==> src/wiq_pkg.sv <==
package wiq_pkg;

    localparam int MAX_JOINTS = 7;
    localparam int NUM_TWIST  = 6;

    typedef enum logic [2:0] {
        CFG_POS_WEIGHT = 3'd0,
        CFG_ORI_WEIGHT = 3'd1,
        CFG_REGULARIZE = 3'd2,
        CFG_NOM_WEIGHT = 3'd3,
        CFG_NOM_GAIN   = 3'd4,
        CFG_VEL_SCALE  = 3'd5,
        CFG_LIM_MARGIN = 3'd6,
        CFG_INV_DT     = 3'd7
    } cfg_idx_t;

    typedef struct packed {
        logic signed [31:0] jac_lin_x;
        logic signed [31:0] jac_lin_y;
        logic signed [31:0] jac_lin_z;
        logic signed [31:0] jac_ang_x;
        logic signed [31:0] jac_ang_y;
        logic signed [31:0] jac_ang_z;
        logic signed [31:0] joint_pos;
        logic signed [31:0] pos_lower;
        logic signed [31:0] pos_upper;
        logic        [30:0] vel_limit;
        logic signed [31:0] twist_elem;
    } in_item_t;

    typedef struct packed {
        logic        [2:0]  row_index;
        logic signed [31:0] hess_c0;
        logic signed [31:0] hess_c1;
        logic signed [31:0] hess_c2;
        logic signed [31:0] hess_c3;
        logic signed [31:0] hess_c4;
        logic signed [31:0] hess_c5;
        logic signed [31:0] hess_c6;
        logic signed [31:0] gradient;
        logic signed [31:0] vel_lower_bound;
        logic signed [31:0] vel_upper_bound;
        logic               last_row;
    } out_item_t;

    typedef struct packed {
        logic cap_a;
        logic use_tw;
    } lane_ctl_t;

    typedef struct packed {
        logic signed [31:0] w2_pos;
        logic signed [31:0] w2_ori;
        logic signed [47:0] nwq;
        logic signed [47:0] vel;
        logic signed [47:0] pl;
        logic signed [47:0] pu;
    } scal_res_t;

    // Q16.16 round: add half an LSB, floor shift by 16
    function automatic logic signed [47:0] qround(input logic signed [63:0] p);
        logic signed [63:0] s;
        s = p + 64'sd32768;
        return s[63:16];
    endfunction

    function automatic logic signed [31:0] sat32(input logic signed [55:0] x);
        if (x > 56'sd2147483647)
            return 32'sh7fffffff;
        else if (x < -56'sd2147483648)
            return 32'sh80000000;
        else
            return x[31:0];
    endfunction

endpackage

==> src/wiq_merge.sv <==
module wiq_merge (
    input  logic               clk,
    input  logic signed [47:0] terms [wiq_pkg::NUM_TWIST],
    input  logic signed [51:0] addend,
    output logic signed [51:0] sum
);
    import wiq_pkg::*;

    logic signed [51:0] pa_reg;
    logic signed [51:0] pb_reg;
    logic signed [51:0] sum_reg;

    always_ff @(posedge clk)
    begin
        pa_reg  <= 52'(terms[0]) + 52'(terms[1]) + 52'(terms[2]);
        pb_reg  <= 52'(terms[3]) + 52'(terms[4]) + 52'(terms[5]) + addend;
        sum_reg <= pa_reg + pb_reg;
    end

    assign sum = sum_reg;

endmodule

==> config.mk <==
export PLATFORM = sky130hd
export DESIGN_NAME = wiq_merge
export DESIGN_NICKNAME = d
export VERILOG_FILES = /design/src/wiq_pkg.sv /design/src/wiq_merge.sv
export SDC_FILE = /design/constraint.sdc
export NUM_CORES = 1
export LEC_CHECK = 0
export BUFFER_PORTS_ARGS = -buffer_cell sky130_fd_sc_hd__buf_2
export CAP_MARGIN = 30
export CORE_MARGIN = 1
export CORE_UTILIZATION = 45
export CTS_BUF_LIST = sky130_fd_sc_hd__clkbuf_4 sky130_fd_sc_hd__clkbuf_8 sky130_fd_sc_hd__clkbuf_16
export CTS_CLUSTER_DIAMETER = 60
export DETAILED_ROUTE_END_ITERATION = 12
export PLACE_DENSITY = 0.78
export SETUP_SLACK_MARGIN = 0.05
export SLEW_MARGIN = 15
export SYNTH_ARGS = -nofsm -noshare
export SYNTH_HDL_FRONTEND = slang
export SYNTH_SLANG_ARGS = --single-unit
==> constraint.sdc <==
create_clock -name clk -period 5.13 [get_ports clk]
set_input_delay 0.513 -clock clk [delete_from_list [all_inputs] [get_ports clk]]
set_output_delay 0.513 -clock clk [all_outputs]
set_load 0.02 [all_outputs]
Word-level counts from Yosys, hierarchy flattened

Index checks and enable logic that the tools add are counted.

$add $sub $neg: 6
Multiply operators: 0
Div/mod/pow operators: 0
Magnitude comparators: 0
Eq/ne operators: 0
Shifts and indexed selects: 0
Mux-type cells: 0
Bitwise gates (word level): 0
Reduce and logical (&&, ||, !) cells: 0

Operators by type and width:

| kind                    | count |
|---|---|
| adder 50 x 52 -> 52 bit | 2 |
| adder 49 x 48 -> 50 bit | 2 |
| adder 48 x 48 -> 49 bit | 2 |

Register bits after elaboration: 154
Latch bits: 0
Memory bits (writable): 0
Memory bits (read-only): 0
Bits of input ports: 341
Logic and storage cells: 9
Memories kept: 0

Logic depth before layout (Yosys ltp)

Gate-level depths: netlist of the first run.

Depth in word-level cells: 3
Mapped depth: 17
Depth with buffers taken out: 17

Worst setup path after synthesis of the first run

Ideal clock, no wire load.

Kind: in2reg
From: input port terms[1] (netlist bit)
To: register pb_reg[51]
Setup time: 121 ps
Data arrival time: 3952 ps
Data required time: 5009 ps
Slack: 1058 ps
Stages: 17
Cells stage by stage: inv_1 fa_1 inv_1 fa_1 ha_1 inv_1 fa_1 nor2b_1 o31a_1 o2111ai_1 a21oi_2 nand4_1 a31o_2 o31a_1 o211ai_1 a21oi_1 xnor2_1

Cells in the longest elaborated chain, start to end: 2

Ends and longest elaborated chain:

| what                    | RTL line        | source |
|---|---|---|
| start, declared         | wiq_merge.sv:3  | `input logic signed [47:0] terms [wiq_pkg::NUM_TWIST],` |
| adder 49 x 48 -> 50 bit | wiq_merge.sv:16 | `pb_reg <= 52'(terms[3]) + 52'(terms[4]) + 52'(terms[5]) + addend;` |
| adder 50 x 52 -> 52 bit | wiq_merge.sv:16 |  |
| end signal, assigned    | wiq_merge.sv:16 |  |
| end, declared           | wiq_merge.sv:10 | `logic signed [51:0] pb_reg;` |

No other way between the ends.

Worst setup path in the final report of the first run

Same ends and word-level chain as after synthesis.

==> results.sh, run 1 <==
export IMPL_dp_hpwl_um=36000
export IMPL_r2r_end="sum[50]"
export IMPL_htreeDepth=4
export IMPL_hold_class="in2reg"
export IMPL_path_clk_slew_ns=0.07
export IMPL_finClkSkew_ns=0.0182
export IMPL_holdWs_ns=0.298
export IMPL_r2r_setup_slack_ns=1.75
export IMPL_fin_nets=2777
export IMPL_overflow=0
export IMPL_core_um2=33400
export IMPL_cts_inserted_buffers=17
export IMPL_fmax_mhz=234
export IMPL_cts_tree="built"
export IMPL_critical_path_max_fanout=4
export IMPL_via_per_inst=5.18
export IMPL_cts_max_path_buffers=2
export IMPL_start_kind="primary input"
export IMPL_wl_um=41000
export IMPL_power_leakage_nw=9.64
export IMPL_hold_end="pb_reg[0]"
export IMPL_reg2reg_depth=13
export IMPL_crit_type="in2reg"
export IMPL_min_period_ns=4.27
export IMPL_ys_seq_elements=154
export IMPL_slew_violations=0
export IMPL_syn_area_per_cell_um2=8.68
export IMPL_netlist_area_um2=15300
export IMPL_reg2reg_from="pa_reg[0]"
export IMPL_start_util=0.457
export IMPL_max_stage_delay_ns=0.52
export IMPL_worstHoldStart="addend[0]"
export IMPL_ys_warn_count=0
export IMPL_arrival_ns=4.58
export IMPL_grt_use_total=0.240
export IMPL_rsz0062_at_grt="no"
export IMPL_timing_setup_tns_ns=0
export IMPL_hold_viol=0
export IMPL_endpoint_kind="register"
export IMPL_grt_pass1_vias=13800
export IMPL_drtIter0Drc=732
export IMPL_path_buf_inv=4
export IMPL_fp_row_count=67
export IMPL_crit_family="compound AO/OA/AOI/OAI gates"
export IMPL_cts_hold_fix_buffers=0
export IMPL_die_w_um=186
export IMPL_synth_cell_types=68
export IMPL_synth_seq_area_share=0.202
export IMPL_drive_above_1_share=0.210
export IMPL_max_cap_violations=0
export IMPL_ctsResizeCount=0
export IMPL_drtAntennaViolNets=0
export IMPL_clkSinkCount=154
export IMPL_antenna_found_initial=0
export IMPL_syn_nets=2404
export IMPL_tightest_slew_ns=0.714
export IMPL_worstPathCellList="buf_2 -> inv_1 -> fa_1 -> inv_1 -> fa_1 -> ha_1 -> inv_1 -> fa_1 -> nor2b_1 -> o31a_1 -> o2111ai_1 -> a21oi_2 -> nand4_1 -> a31o_2 -> o31a_1 -> o211ai_1 -> a21oi_1 -> xnor2_1"
export IMPL_grt_start_max_net_pins=19
export IMPL_area_delta_synth_final_pct=19.4
export IMPL_fin_crit_sh=0.833
export IMPL_dr_total_vias=13500
export IMPL_grt_pass1_wl_um=67600
export IMPL_cp_depth=18
export IMPL_fp_dieH_um=186
export IMPL_clock_latency_ns=0.44
export IMPL_status="completed"
export IMPL_slowest_stage="fa_1"
export IMPL_ys_flop_type="dfxtp_1"
export IMPL_portBuffers=392
export IMPL_cts_setup_buffers=0
export IMPL_synth_cells=1763
export IMPL_hold_depth=2
export IMPL_dieArea_um2=34700
export IMPL_synth_edf_count=0
export IMPL_dr_pass1_iters=4
export IMPL_post_route_drc_count=0
export IMPL_cp_required_ns=5.44
export IMPL_power_density_nw_per_um2=594
export IMPL_async_reset_ff_frac=0
export IMPL_place_congestion=0.900
export IMPL_antennaDiodeCount=0
export IMPL_setup_viol=0
export IMPL_ir_worst_vdd_mv=0.338
export IMPL_ios=393
export IMPL_wire_per_inst_um=15.8
export IMPL_relSlewSlack=0.512
export IMPL_clockRootBuffer="clkbuf_16"
-- cell usage after synthesis (14+ instances only) --
master      n  area (µm²)
inv_1     332        1250
a21oi_1   167         836
dfxtp_1   154        3080
ha_1      151        1890
fa_1      149        2980
a21o_1    103         773
nand2_1    93         349
xnor2_1    87         762
nor2_1     61         229
o21ai_0    61         305
xor2_1     56         490
nand4_1    39         244
clkbuf_1   37         139
o21bai_1   32         240
nand3_1    21         105
a31oi_1    16         100
nor3_1     16        80.1
o21ai_1    15        75.1
nand2b_1   14        87.6
-- cell families after synthesis --
group,synth area share
simple gates,0.0964
buf+inv,0.0912
flops,0.202
xor+xnor,0.0819
compound gates,0.211
fa+ha+maj,0.319
-- layout make-up --
class | count | area [µm²]
well taps | 448 | 561
fillers | 3077 | 15200
multi-input cells | 1238 | 10800
repair buffers | 393 | 1970
clock buffers | 17 | 425
flip-flops and latches | 154 | 3080
inverters | 332 | 1250
clock inverters | 15 | 168
-- through the flow --
step,setup slack [ns],cells,utilization,area (µm²),total power [mW]
floorplan,1.06,1763,-,15300,7.55
global placement,0.454,2565,0.529,17700,9.47
detailed placement,0.385,2565,0.529,17700,9.55
CTS,0.828,2597,0.546,18300,10.8
global route,0.598,2597,0.546,18300,11.8
finish,0.857,2597,0.546,18300,10.8
-- how the worst max path moves through the flow --
stage             start         end
6_report       terms[1]  pb_reg[51]
5_1_grt        terms[1]  pb_reg[45]
4_1_cts        terms[1]  pb_reg[51]
3_5_place_dp   terms[1]  pb_reg[51]
3_3_place_gp   terms[1]  pb_reg[51]
2_1_floorplan  terms[1]  pb_reg[51]
-- report_power, final --
group	internal [mW]	switching, mW	total, mW
Combinational	3.00	4.39	7.39
Sequential	1.92	0.285	2.21
Clock	0.657	0.595	1.25
Total	5.58	5.27	10.8
-- layer usage --
| layer | track usage | up-vias | part of all wire |
|---|---|---|---|
| li1 | - | 6660 | - |
| met1 | 0.324 | 6336 | 0.46 |
| met2 | 0.408 | 410 | 0.48 |
| met3 | 0.0237 | 45 | 0.045 |
| met4 | 0.0639 | 0 | 0.018 |
| met5 | 0 | - | 0 |
-- placed cells by master (no fill, tap or decap), drive strengths merged, types with 6 or more instances in the layout --
cell	instances
a31oi	18
buf	393
nand2b	14
and3	13
nand4	39
xnor2	87
ha	151
o21a	12
nor2	62
a211oi	12
xor2	56
o211ai	8
nor3	17
a21oi	172
nand2	93
o31ai	7
and2	8
a21o	103
inv	342
or3	8
nor2b	10
fa	149
o21bai	32
dfxtp	154
a221oi	6
clkbuf	17
nand3	21
o31a	9
o21ai	78
No activity file was read; power rests on OpenSTA's default activity.
==> run 2, diff against run 1 <==
- ABC_AREA: unset -> 1
- PLACE_DENSITY: 0.78 -> 0.75
- clock period: 5.13 -> 4.4 ns (I/O delays scaled with it)
==> results.sh, run 2 <==
export IMPL_seqCellArea_um2=3080
export IMPL_synth_cell_types=31
export IMPL_cts_tree="built"
export IMPL_dr_pass1_iters=7
export IMPL_clockRootBuffer="clkbuf_16"
export IMPL_synth_top_cell_by_area="nand2_1"
export IMPL_antenna_found_initial=1
export IMPL_drtIter0Drc=1472
export IMPL_power_leakage_nw=14.3
export IMPL_cts_inserted_buffers=17
export IMPL_synthTopCellsByCount="nand2_1 (1128), inv_1 (867), nor2_1 (238)"
export IMPL_async_reset_ff_frac=0
export IMPL_drtAntennaViolNets=0
export IMPL_layout_commonest_cell="nand2_1"
export IMPL_final_cell_mix="nand2_1 (1128), inv_1 (867), buf_2 (392), nor2_1 (238), dfxtp_1 (154)"
export IMPL_slew_violations=0
export IMPL_synth_cells=3261
export IMPL_wl_um=62100
export IMPL_cp_required_ns=4.70
export IMPL_synth_seq_area_share=0.155
export IMPL_antennaDiodeCount=0
export IMPL_path_clk_slew_ns=0.08
export IMPL_fillers=4532
export IMPL_endpoint_kind="register"
export IMPL_path_buf_inv=5
export IMPL_grt_use_total=0.282
export IMPL_fin_crit_sh=0.732
export IMPL_area_delta_synth_final_pct=16.6
export IMPL_arrival_ns=3.52
export IMPL_dieArea_um2=45100
export IMPL_slowest_stage="fa_1"
export IMPL_wire_per_inst_um=14.5
export IMPL_timing_critical_path_mode_cell="inv_1"
export IMPL_core_um2=43400
export IMPL_status="completed"
export IMPL_hold_viol=0
export IMPL_clkSinkCount=154
export IMPL_fp_dieH_um=212
export IMPL_timing_setup_tns_ns=0
export IMPL_start_kind="primary input"
export IMPL_post_route_drc_count=0
export IMPL_max_cap_violations=0
export IMPL_fmax_mhz=311
export IMPL_grt_pass1_vias=19500
export IMPL_cts_setup_buffers=0
export IMPL_cts_hold_fix_buffers=0
export IMPL_syn_nets=3902
export IMPL_die_w_um=212
export IMPL_multi_input_area_um2=13600
export IMPL_rsz0062_at_grt="no"
export IMPL_dp_hpwl_um=56000
export IMPL_crit_type="in2reg"
export IMPL_clock_latency_ns=0.44
export IMPL_yosysMostFrequentCell="nand2_1"
export IMPL_htreeDepth=4
export IMPL_min_period_ns=3.22
export IMPL_start_util=0.459
export IMPL_worstPathCellList="buf_2 -> inv_1 -> fa_1 -> inv_1 -> fa_1 -> ha_1 -> inv_1 -> fa_1 -> inv_1 -> nand3_1 -> nand3_2 -> nand2_1 -> nand2_2 -> xor2_1"
export IMPL_synth_edf_count=0
export IMPL_synthTopCellsByArea="nand2_1 (21%), inv_1 (16%), dfxtp_1 (15%)"
export IMPL_max_stage_delay_ns=0.53
export IMPL_final_util=0.536
export IMPL_cts_max_path_buffers=2
export IMPL_netlist_area_um2=19900
export IMPL_fin_nets=4313
export IMPL_drive_above_1_share=0.136
export IMPL_grt_pass1_wl_um=98300
export IMPL_setup_viol=0
export IMPL_ys_seq_elements=154
export IMPL_busiest_layer="met2"
export IMPL_met2_usage=0.477
export IMPL_syn_area_per_cell_um2=6.11
export IMPL_dr_total_vias=20300
export IMPL_place_congestion=1.04
export IMPL_ys_warn_count=0
export IMPL_portBuffers=392
export IMPL_cp_depth=14
export IMPL_crit_family="adder cells"
export IMPL_via_per_inst=4.75
export IMPL_relSlewSlack=0.741
export IMPL_grt_start_max_net_pins=18
export IMPL_ir_worst_vdd_mv=0.378
export IMPL_synth_top_cell_area_share=0.213
export IMPL_ios=393
export IMPL_ys_flop_type="dfxtp_1"
export IMPL_tightest_slew_ns=0.387
export IMPL_fp_row_count=76
export IMPL_critical_path_max_fanout=4
export IMPL_hold_class="in2reg"
export IMPL_grt_use_met1=0.372
export IMPL_overflow=0
export IMPL_hold_depth=2
export IMPL_reg2reg_depth=11
export IMPL_finClkSkew_ns=0.0154
export IMPL_p_total_mw=14.9
export IMPL_holdWs_ns=0.215
export IMPL_ctsResizeCount=0
export IMPL_use_met3=0.0366
export IMPL_power_density_nw_per_um2=643
run 2: cell types whose count changed after synthesis, sizes merged, moves of 28 or more:
cell,before,now
nand2,93,1144
inv,332,876
nor2,62,268
nand3,21,151
a21o,103,6
xnor2,87,9
a21oi,172,109
o21ai,78,19
clkbuf,37,0
xor2,56,84
run 2: final cells by class:
cell class / instances / share of cell area
multi-input cells: 2231 / 0.583
inverters: 876 / 0.142
flip-flops and latches: 154 / 0.133
repair buffers: 392 / 0.0845
well taps: 585 / 0.0315
clock buffers: 18 / 0.0189
clock inverters: 14 / 0.00738
run 2: kinds of logic after synthesis:
group / share of synthesized area
compound gates: 0.0465
xor+xnor: 0.0409
fa+ha+maj: 0.245
buf+inv: 0.165
flops: 0.155
simple gates: 0.348
run 2: report_power, final:
part	internal (mW)	switching, mW	total, mW
clock network	0.832	0.694	1.53
logic	3.51	7.29	10.8
registers	2.21	0.389	2.60
run 2: path summary, 6_finish.rpt:
check / start / to / slack, ns
setup / recovery: terms[1] / pb_reg[19] / 1.18
hold / removal: addend[0] / pb_reg[0] / 0.21
setup reg to reg: pa_reg[0] / sum[30] / 2.24
hold reg to reg: pb_reg[0] / sum[0] / 0.45
run 2: per-layer routing:
layer	up-vias	wire, µm	part of all wire
li1	10400	-	-
met1	9034	27700	0.45
met2	721	28300	0.46
met3	107	4340	0.070
met4	0	1810	0.029
met5	-	0	0
run 2: metrics by stage:
stage / instances / area (µm²) / worst slack (ns)
2_1_floorplan: 3261 / 19900 / 1.47
3_3_place_gp: 4238 / 22600 / 0.887
3_5_place_dp: 4238 / 22600 / 0.875
4_1_cts: 4270 / 23200 / 1.31
5_1_grt: 4270 / 23200 / 1.17
6_report: 4270 / 23200 / 1.18
